### config.mk
export PLATFORM = sky130hd
export DESIGN_NAME = i2c_master_byte_engine
export DESIGN_NICKNAME = d
export VERILOG_FILES = /design/src/rtl/core/i2cm_pkg.sv /design/src/rtl/core/i2c_master_byte_engine.sv /design/src/rtl/core/i2cm_seq.sv /design/src/rtl/core/i2cm_obuf.sv
export SDC_FILE = /design/constraint.sdc
export NUM_CORES = 1
export LEC_CHECK = 0
export ABC_CLOCK_PERIOD_IN_PS = 4260
export BUFFER_PORTS_ARGS = -buffer_cell sky130_fd_sc_hd__buf_4
export CAP_MARGIN = 25
export CORE_AREA = 2 2 130 132
export CTS_CLUSTER_SIZE = 30
export DETAILED_ROUTE_END_ITERATION = 8
export DIE_AREA = 0 0 132 134
export GPL_ROUTABILITY_DRIVEN = 0
export GPL_TIMING_DRIVEN = 0
export SYNTH_ARGS = -nofsm -noshare
export SYNTH_HDL_FRONTEND = slang
export SYNTH_SLANG_ARGS = --single-unit
export TNS_END_PERCENT = 20
### constraint.sdc
create_clock -name i_clk -period 4.26 [get_ports i_clk]
set_input_delay 0.426 -clock i_clk [delete_from_list [all_inputs] [get_ports i_clk]]
set_output_delay 0.426 -clock i_clk [all_outputs]
set_load 0.02 [all_outputs]
### src/rtl/core/i2cm_pkg.sv
// Package for the I2C master byte engine.
// Holds the command codes, register indexes, bus phases and the result record.
// No dependencies.
package i2cm_pkg;

    // Commands carried by an input transaction.
    typedef enum logic [2:0] {
        ACT_NONE  = 3'd0,
        ACT_START = 3'd1,
        ACT_STOP  = 3'd2,
        ACT_WRITE = 3'd3,
        ACT_READ  = 3'd4
    } t_action;

    // Configuration register indexes.
    typedef enum logic [1:0] {
        CFG_START_STOP = 2'd0,
        CFG_BIT_HALF   = 2'd1,
        CFG_ACK_TMO    = 2'd2
    } t_cfg_idx;

    localparam int unsigned TICK_W = 10;
    localparam int unsigned POLL_W = 8;
    localparam int unsigned CFG_W  = 10;

    localparam logic [TICK_W-1:0] START_STOP_RST = 10'd5;
    localparam logic [TICK_W-1:0] BIT_HALF_RST   = 10'd2;
    localparam logic [POLL_W-1:0] ACK_TMO_RST    = 8'd250;
    localparam logic [3:0]        BITS_PER_BYTE  = 4'd8;

    // Bus sequencer phases.
    typedef enum logic [3:0] {
        PH_IDLE     = 4'd0,
        PH_START_A  = 4'd1,
        PH_START_B  = 4'd2,
        PH_STOP_A   = 4'd3,
        PH_STOP_B   = 4'd4,
        PH_WR_LOW   = 4'd5,
        PH_WR_HIGH  = 4'd6,
        PH_ACK_LOW  = 4'd7,
        PH_ACK_POLL = 4'd8,
        PH_RD_LOW   = 4'd9,
        PH_RD_HIGH  = 4'd10,
        PH_RAK_LOW  = 4'd11,
        PH_RAK_HIGH = 4'd12
    } t_phase;

    // One result per tick.
    typedef struct packed {
        logic       scl_out;
        logic       sda_out;
        logic       busy_res;
        logic       done_res;
        logic [7:0] rx_byte;
        logic       ack_failed;
    } t_result;

endpackage

### src/rtl/core/i2c_master_byte_engine.sv
// Top level of the I2C master byte engine.
// Depends on i2cm_pkg, i2cm_seq and i2cm_obuf.
//
// Each input transaction is one timebase tick and yields exactly one result
// transaction, one tick per clock cycle while o_stall is low. The tick is
// processed in the cycle it is accepted, updating the sequencer state, and
// its result is registered in the output buffer. A two-entry output buffer
// lets the engine keep taking ticks while a result waits, and o_stall rises
// only when both buffer entries are held by a stalled output.
// Configuration writes are taken in any cycle and should be made while idle.
module i2c_master_byte_engine (
    input  logic                       i_clk,
    input  logic                       i_rst_n,
    input  logic                       i_cfg_we,
    input  logic [1:0]                 i_cfg_idx,
    input  logic [i2cm_pkg::CFG_W-1:0] i_cfg_wdata,
    input  logic                       i_valid,
    output logic                       o_stall,
    input  logic [2:0]                 i_action,
    input  logic [7:0]                 i_tx_byte,
    input  logic                       i_send_ack,
    input  logic                       i_sda_in,
    output logic                       o_valid,
    input  logic                       i_stall,
    output logic                       o_scl_out,
    output logic                       o_sda_out,
    output logic                       o_busy_res,
    output logic                       o_done_res,
    output logic [7:0]                 o_rx_byte,
    output logic                       o_ack_failed
);
    import i2cm_pkg::*;

    t_result seq_res, out_res;
    logic    buf_full;
    logic    step;

    // A tick is taken whenever the output buffer has room.
    assign step    = i_valid && !buf_full;
    assign o_stall = buf_full;

    i2cm_seq u_seq (
        .i_clk       (i_clk),
        .i_rst_n     (i_rst_n),
        .i_cfg_we    (i_cfg_we),
        .i_cfg_idx   (i_cfg_idx),
        .i_cfg_wdata (i_cfg_wdata),
        .i_step      (step),
        .i_action    (i_action),
        .i_tx_byte   (i_tx_byte),
        .i_send_ack  (i_send_ack),
        .i_sda_in    (i_sda_in),
        .o_res       (seq_res)
    );

    i2cm_obuf u_obuf (
        .i_clk   (i_clk),
        .i_rst_n (i_rst_n),
        .i_push  (step),
        .i_res   (seq_res),
        .o_full  (buf_full),
        .o_valid (o_valid),
        .i_stall (i_stall),
        .o_res   (out_res)
    );

    assign o_scl_out    = out_res.scl_out;
    assign o_sda_out    = out_res.sda_out;
    assign o_busy_res   = out_res.busy_res;
    assign o_done_res   = out_res.done_res;
    assign o_rx_byte    = out_res.rx_byte;
    assign o_ack_failed = out_res.ack_failed;

endmodule

### src/rtl/core/i2cm_seq.sv
// Bus sequencer: configuration registers, phase state and the per-tick update.
// Depends on i2cm_pkg.
module i2cm_seq (
    input  logic                          i_clk,
    input  logic                          i_rst_n,
    input  logic                          i_cfg_we,
    input  logic [1:0]                    i_cfg_idx,
    input  logic [i2cm_pkg::CFG_W-1:0]    i_cfg_wdata,
    input  logic                          i_step,
    input  logic [2:0]                    i_action,
    input  logic [7:0]                    i_tx_byte,
    input  logic                          i_send_ack,
    input  logic                          i_sda_in,
    output i2cm_pkg::t_result             o_res
);
    import i2cm_pkg::*;

    logic [TICK_W-1:0] r_ss_ticks, r_bh_ticks;
    logic [POLL_W-1:0] r_ack_tmo;

    t_phase            r_phase, e_phase, n_phase;
    logic [TICK_W-1:0] r_tick, e_tick, n_tick;
    logic [3:0]        r_bit, e_bit, n_bit;
    logic [7:0]        r_shift, e_shift, n_shift;
    logic [POLL_W-1:0] r_poll, e_poll, n_poll;
    logic              r_ack_choice, e_ack_choice;
    logic              r_scl, n_scl;
    logic              r_sda, n_sda;
    logic              r_fail, e_fail, n_fail;
    logic [7:0]        r_rx, n_rx;
    logic              n_done;

    logic [TICK_W-1:0] lim;
    logic [TICK_W-1:0] tick_inc;
    logic              adv;
    logic [TICK_W-1:0] tick_adv;
    logic [3:0]        bit_inc;

    // Configuration writes; an index past the register list is ignored.
    always_ff @(posedge i_clk) begin
        if (!i_rst_n) begin
            r_ss_ticks <= START_STOP_RST;
            r_bh_ticks <= BIT_HALF_RST;
            r_ack_tmo  <= ACK_TMO_RST;
        end else if (i_cfg_we) begin
            case (i_cfg_idx)
                CFG_START_STOP: r_ss_ticks <= i_cfg_wdata[TICK_W-1:0];
                CFG_BIT_HALF:   r_bh_ticks <= i_cfg_wdata[TICK_W-1:0];
                CFG_ACK_TMO:    r_ack_tmo  <= i_cfg_wdata[POLL_W-1:0];
                default: ;
            endcase
        end
    end

    // Command entry: an idle engine loads a new command and starts its first phase now.
    always_comb begin
        e_phase      = r_phase;
        e_tick       = r_tick;
        e_bit        = r_bit;
        e_shift      = r_shift;
        e_poll       = r_poll;
        e_ack_choice = r_ack_choice;
        e_fail       = r_fail;
        if (r_phase == PH_IDLE && i_action inside {[ACT_START:ACT_READ]}) begin
            e_tick = '0;
            e_bit  = '0;
            e_poll = '0;
            e_fail = 1'b0;
            case (i_action)
                ACT_START: e_phase = PH_START_A;
                ACT_STOP:  e_phase = PH_STOP_A;
                ACT_WRITE: begin
                    e_shift = i_tx_byte;
                    e_phase = PH_WR_LOW;
                end
                default: begin
                    e_shift      = '0;
                    e_ack_choice = i_send_ack;
                    e_phase      = PH_RD_LOW;
                end
            endcase
        end
    end

    // Phase timer: one increment and compare against the limit of the current phase.
    always_comb begin
        if (e_phase == PH_START_A || e_phase == PH_START_B ||
            e_phase == PH_STOP_A || e_phase == PH_STOP_B) begin
            lim = r_ss_ticks;
        end else begin
            lim = r_bh_ticks;
        end
        tick_inc = e_tick + 1'b1;
        adv      = (tick_inc >= lim);
        tick_adv = adv ? '0 : tick_inc;
        bit_inc  = e_bit + 1'b1;
    end

    // Phase update and bus levels for this tick.
    always_comb begin
        n_phase = e_phase;
        n_tick  = e_tick;
        n_bit   = e_bit;
        n_shift = e_shift;
        n_poll  = e_poll;
        n_scl   = r_scl;
        n_sda   = r_sda;
        n_fail  = e_fail;
        n_rx    = r_rx;
        n_done  = 1'b0;
        case (e_phase)
            PH_IDLE: ;
            PH_START_A: begin
                n_scl  = 1'b1;
                n_sda  = 1'b1;
                n_tick = tick_adv;
                if (adv) n_phase = PH_START_B;
            end
            PH_START_B: begin
                n_scl  = 1'b1;
                n_sda  = 1'b0;
                n_tick = tick_adv;
                if (adv) begin
                    n_scl   = 1'b0;
                    n_phase = PH_IDLE;
                    n_done  = 1'b1;
                end
            end
            PH_STOP_A: begin
                n_scl  = 1'b0;
                n_sda  = 1'b0;
                n_tick = tick_adv;
                if (adv) n_phase = PH_STOP_B;
            end
            PH_STOP_B: begin
                n_scl  = 1'b1;
                n_sda  = 1'b1;
                n_tick = tick_adv;
                if (adv) begin
                    n_phase = PH_IDLE;
                    n_done  = 1'b1;
                end
            end
            PH_WR_LOW, PH_WR_HIGH: begin
                n_sda  = e_shift[7];
                n_scl  = (e_phase == PH_WR_HIGH);
                n_tick = tick_adv;
                if (adv) begin
                    if (e_phase == PH_WR_LOW) begin
                        n_phase = PH_WR_HIGH;
                    end else begin
                        n_shift = {e_shift[6:0], 1'b0};
                        n_bit   = bit_inc;
                        n_phase = (bit_inc >= BITS_PER_BYTE) ? PH_ACK_LOW : PH_WR_LOW;
                    end
                end
            end
            PH_ACK_LOW: begin
                n_scl  = 1'b0;
                n_sda  = 1'b1;
                n_tick = tick_adv;
                if (adv) begin
                    n_phase = PH_ACK_POLL;
                    n_poll  = '0;
                end
            end
            PH_ACK_POLL: begin
                n_scl = 1'b1;
                n_sda = 1'b1;
                if (!i_sda_in) begin
                    // Slave acknowledged: release the byte with SCL low.
                    n_scl   = 1'b0;
                    n_phase = PH_IDLE;
                    n_done  = 1'b1;
                    n_tick  = '0;
                end else if (e_poll >= r_ack_tmo) begin
                    // No acknowledge in time: flag it and close the bus with a stop.
                    n_fail  = 1'b1;
                    n_phase = PH_STOP_A;
                    n_tick  = '0;
                end else begin
                    n_poll = e_poll + 1'b1;
                end
            end
            PH_RD_LOW: begin
                n_scl  = 1'b0;
                n_sda  = 1'b1;
                n_tick = tick_adv;
                if (adv) n_phase = PH_RD_HIGH;
            end
            PH_RD_HIGH: begin
                n_scl = 1'b1;
                n_sda = 1'b1;
                // Sample SDA on the first tick of the SCL high half.
                if (e_tick == '0) n_shift = {e_shift[6:0], i_sda_in};
                n_tick = tick_adv;
                if (adv) begin
                    n_bit   = bit_inc;
                    n_phase = (bit_inc >= BITS_PER_BYTE) ? PH_RAK_LOW : PH_RD_LOW;
                end
            end
            PH_RAK_LOW, PH_RAK_HIGH: begin
                n_sda  = !e_ack_choice;
                n_scl  = (e_phase == PH_RAK_HIGH);
                n_tick = tick_adv;
                if (adv) begin
                    if (e_phase == PH_RAK_LOW) begin
                        n_phase = PH_RAK_HIGH;
                    end else begin
                        n_scl   = 1'b0;
                        n_rx    = e_shift;
                        n_phase = PH_IDLE;
                        n_done  = 1'b1;
                    end
                end
            end
            default: n_phase = PH_IDLE;
        endcase
    end

    // State registers advance once per accepted tick.
    always_ff @(posedge i_clk) begin
        if (!i_rst_n) begin
            r_phase      <= PH_IDLE;
            r_tick       <= '0;
            r_bit        <= '0;
            r_shift      <= '0;
            r_poll       <= '0;
            r_ack_choice <= 1'b0;
            r_scl        <= 1'b1;
            r_sda        <= 1'b1;
            r_fail       <= 1'b0;
            r_rx         <= '0;
        end else if (i_step) begin
            r_phase      <= n_phase;
            r_tick       <= n_tick;
            r_bit        <= n_bit;
            r_shift      <= n_shift;
            r_poll       <= n_poll;
            r_ack_choice <= e_ack_choice;
            r_scl        <= n_scl;
            r_sda        <= n_sda;
            r_fail       <= n_fail;
            r_rx         <= n_rx;
        end
    end

    // Result of this tick, registered by the output buffer.
    always_comb begin
        o_res.scl_out    = n_scl;
        o_res.sda_out    = n_sda;
        o_res.busy_res   = (n_phase != PH_IDLE);
        o_res.done_res   = n_done;
        o_res.rx_byte    = n_rx;
        o_res.ack_failed = n_fail;
    end

endmodule

### src/rtl/core/i2cm_obuf.sv
// Two-entry output buffer: a result register plus a skid register.
// Depends on i2cm_pkg.
module i2cm_obuf (
    input  logic              i_clk,
    input  logic              i_rst_n,
    input  logic              i_push,
    input  i2cm_pkg::t_result i_res,
    output logic              o_full,
    output logic              o_valid,
    input  logic              i_stall,
    output i2cm_pkg::t_result o_res
);
    import i2cm_pkg::*;

    t_result r_head, r_skid;
    logic    r_head_vld, r_skid_vld;
    logic    pop;

    assign pop = r_head_vld && !i_stall;

    // Valid flags.
    always_ff @(posedge i_clk) begin
        if (!i_rst_n) begin
            r_head_vld <= 1'b0;
            r_skid_vld <= 1'b0;
        end else begin
            if (pop) begin
                r_head_vld <= r_skid_vld || i_push;
                r_skid_vld <= 1'b0;
            end else if (i_push) begin
                if (r_head_vld) r_skid_vld <= 1'b1;
                else r_head_vld <= 1'b1;
            end
        end
    end

    // Payload moves; a push never meets a full skid register.
    always_ff @(posedge i_clk) begin
        if (pop) begin
            if (r_skid_vld) r_head <= r_skid;
            else if (i_push) r_head <= i_res;
        end else if (i_push) begin
            if (r_head_vld) r_skid <= i_res;
            else r_head <= i_res;
        end
    end

    assign o_full  = r_skid_vld;
    assign o_valid = r_head_vld;
    assign o_res   = r_head;

endmodule

==> impl_metrics.ini <==
[worst_setup_path]
end_kind = flop
cp-startpoint = u_seq.r_phase[0]
worst-r2r-setup-slack_ns = 0.15
critPathKind = reg -> reg
crit_path_end = u_obuf.o_res[1]
arrival_ns = 4.23
reg2regPathDepth = 17
required_ns = 4.38
critPathLaunchType = flop
crit_fanout = 7
r2r-start = u_seq.r_phase[0]
r2r-end = u_obuf.o_res[1]

[power_and_ir_drop]
finalPower_mw = 2.531
power_density_nw_per_um2 = 375.6
cellLeakagePower_nw = 2.669
vdd_drop_max_mv = 0.2681

[routing]
drt_iter0_drc = 398
drt_first_pass_iters = 5
ant_nets = 0
routed_wirelength_mm = 14.76
via_per_inst = 5.284
wire_per_inst_um = 15.84
num_vias = 4925
drc = 0

[die]
die-area_um2 = 17690
initial_utilization_pct = 34.55
die_w_um = 132
die_y_um = 134
core_um2 = 16290
ioPinCount = 45
num_rows = 47

[placement]
place_inst = 905
place_area_um2 = 6226
portBuffers = 42
dp_hpwl_mm = 10.77

[clocking]
cts_buffers = 9
clock_path_buffers = 2
postCtsHoldBufs = 0
clk_latency_ns = 0.36
clk_pin_slew_ns = 0.07
cts_root_buf = clkbuf_16
cts_tree = yes
cts_max_level = 3
cts_sinks = 102

[synth]
synth_edf_count = 26
synthTopCellsByArea = dfxtp_1 27%, edfxtp_1 14%, mux2i_1 7.3%
synth_cell_types = 68
syn_avg_cell_area_um2 = 8.766
synth_top_area_cell = dfxtp_1
yosys_most_used_dff = dfxtp_1
synth_top_area_share_pct = 27.03
synth.net_count = 694
synthArstFlopShare_pct = 0
synth_cells = 642
netlist_area_um2 = 5628
ys_seq_elements = 102
ys_warn_count = 0
ys_seq_area_share_pct = 40.91

[global_route]
grt_max_degree = 19
grt_pass1_vias = 4619
grt_pass1_wl_mm = 23.94
antenna_found_initial = 0
grt_usage_pct = 16.83
grt_overflow_total = 0

[layout]
antenna_cells = 0
fin_area_um2 = 6736
area_growth_pct = 19.70
layout.nets = 759
final_util_pct = 41.35
stdcell_count = 932
final_layout_size_suffix_gt1_share_pct = 15.73

[timing]
fin_crit_sh_pct = 96.56
slew_headroom_pct = 31.86
rsz0062_at_grt = yes
skew_ns = 0.009056
period_minus_slack_ns = 4.113
hold_viol_final = 0
worst_pin_slew_ns = 1.019
clock.fmax_ghz = 0.2431
slew_viol_final = 0
setup_violations = 0

[hold_path]
hold_path_class = in -> reg

[run]
cap_violations = 0

[run_status]
outcome = complete, no violations
-- per-layer routing --
layer	vias to the layer above	global-route usage, %	share of wire, %	wire length [um]
met3	22	3.364	5.2	770
met2	151	28.50	48	7027
met4	0	4.831	1.7	251
met1	2297	21.81	45	6712
li1	2455	-	-	-
met5	-	0	0	0
-- area by class of cell --
class                   count  area, um^2
plain buffers              40       188.9
clock buffers               9       225.2
clock inverters             7       57.56
fillers                  1631        9553
inverters                  27       101.3
multi-input cells         473        3168
flip-flops and latches    102        2302
well taps                 220       275.3
repair buffers             54       417.9
-- cell usage in the layout, fill, tap and decap left out, types with 6 or more instances in the layout --
| cell | instances |
|---|---|
| nor2_1 | 64 |
| a22oi_1 | 17 |
| mux2i_1 | 41 |
| nor2b_1 | 6 |
| xnor2_1 | 6 |
| buf_4 | 54 |
| clkbuf_16 | 9 |
| o211ai_1 | 11 |
| edfxtp_1 | 26 |
| clkbuf_1 | 26 |
| and2_1 | 9 |
| o21ai_0 | 30 |
| ha_1 | 21 |
| a21oi_1 | 52 |
| nor3_1 | 16 |
| nand3_1 | 16 |
| mux2_2 | 14 |
| inv_1 | 26 |
| a31oi_1 | 6 |
| dfxtp_1 | 76 |
| nand2_1 | 74 |
-- worst max-delay path, stage by stage, from the launching register on --
cell and delay, ns:
dfxtp_1 0.30, buf_2 0.16, nor4_4 0.42, nand3_4 0.17, buf_8 0.18, and2_1 0.19, ha_2 0.22, nand3_1 0.10
xor2_1 0.15, nor2_1 0.08, ha_1 0.33, a21oi_1 0.15, nand2_1 0.10, a31oi_4 0.30, a211o_1 0.23, buf_6 0.15
mux2_2 0.36, mux2_2 0.27
-- stage by stage --
step	hold WS (ns)	setup TNS (ns)	setup slack [ns]
after floorplan	0.4317	0	0.1320
after global placement	0.4413	-56.96	-1.472
after detailed placement	0.4474	-56.37	-1.481
after CTS	0.2987	0	0.006623
after global routing	0.3152	-0.04281	-0.01798
final	0.3109	0	0.1466
-- where the power goes --
part | internal (mW) | switching, mW | leakage [nW]
clock | 0.405 | 0.394 | 0.136
combinational | 0.256 | 0.407 | 1.66
sequential | 1.05 | 0.0227 | 0.871
total | 1.71 | 0.824 | 2.67
-- worst min path at each step --
stage / start / end / slack [ns] / cells after the start
after detailed placement: u_seq.r_rx[4] / u_seq.r_rx[4] / 0.45 / 2
after global placement: u_seq.r_rx[7] / u_seq.r_rx[7] / 0.44 / 2
after global routing: i_cfg_wdata[0] / u_seq.r_ss_ticks[0] / 0.32 / 3
after floorplan: u_seq.r_poll[4] / u_seq.r_poll[4] / 0.43 / 2
final: i_cfg_wdata[8] / u_seq.r_bh_ticks[8] / 0.31 / 3
after CTS: i_cfg_wdata[0] / u_seq.r_ss_ticks[0] / 0.30 / 3
-- cell families after synthesis --
group,Yosys count,synth area share (%)
compound gates,168,19.54
xor+xnor,11,1.712
fa+ha+maj,22,4.891
buf+inv,67,4.669
flops,102,40.91
mux,55,10.09
simple gates,217,18.19
-- sequential cells by signal, indices dropped and copies added, names as in the netlist --
register,count
u_obuf.o_valid,1
u_seq.r_ack_tmo,8
u_seq.r_scl,1
u_seq.r_ack_choice,1
u_seq.r_tick,10
u_obuf.o_res,13
u_seq.r_bh_ticks,10
u_seq.r_fail,1
u_seq.r_ss_ticks,10
u_seq.r_shift,8
u_seq.r_sda,1
u_seq.r_poll,8
u_seq.r_bit,4
u_obuf.r_skid,13
u_seq.r_phase,4
u_seq.r_rx,8
u_obuf.o_full,1
-- timing repair --
item,in CTS,in global routing
pin swaps,4,6
setup endpoints to repair,65,51
setup buffers,4,7
gates resized for setup,20,13
gates cloned,0,0
-- synth_stat cells, types with 10 or more instances --
master,count
clkbuf_1,29
nand3_1,16
and2_1,10
ha_1,22
mux2_2,14
inv_1,26
o21ai_0,31
o211ai_1,11
dfxtp_1,76
a22oi_1,17
mux2i_1,41
a21oi_1,53
edfxtp_1,26
nor3_1,16
nand2_1,75
nor2_1,65
No activity file was read; power rests on OpenSTA's default activity.
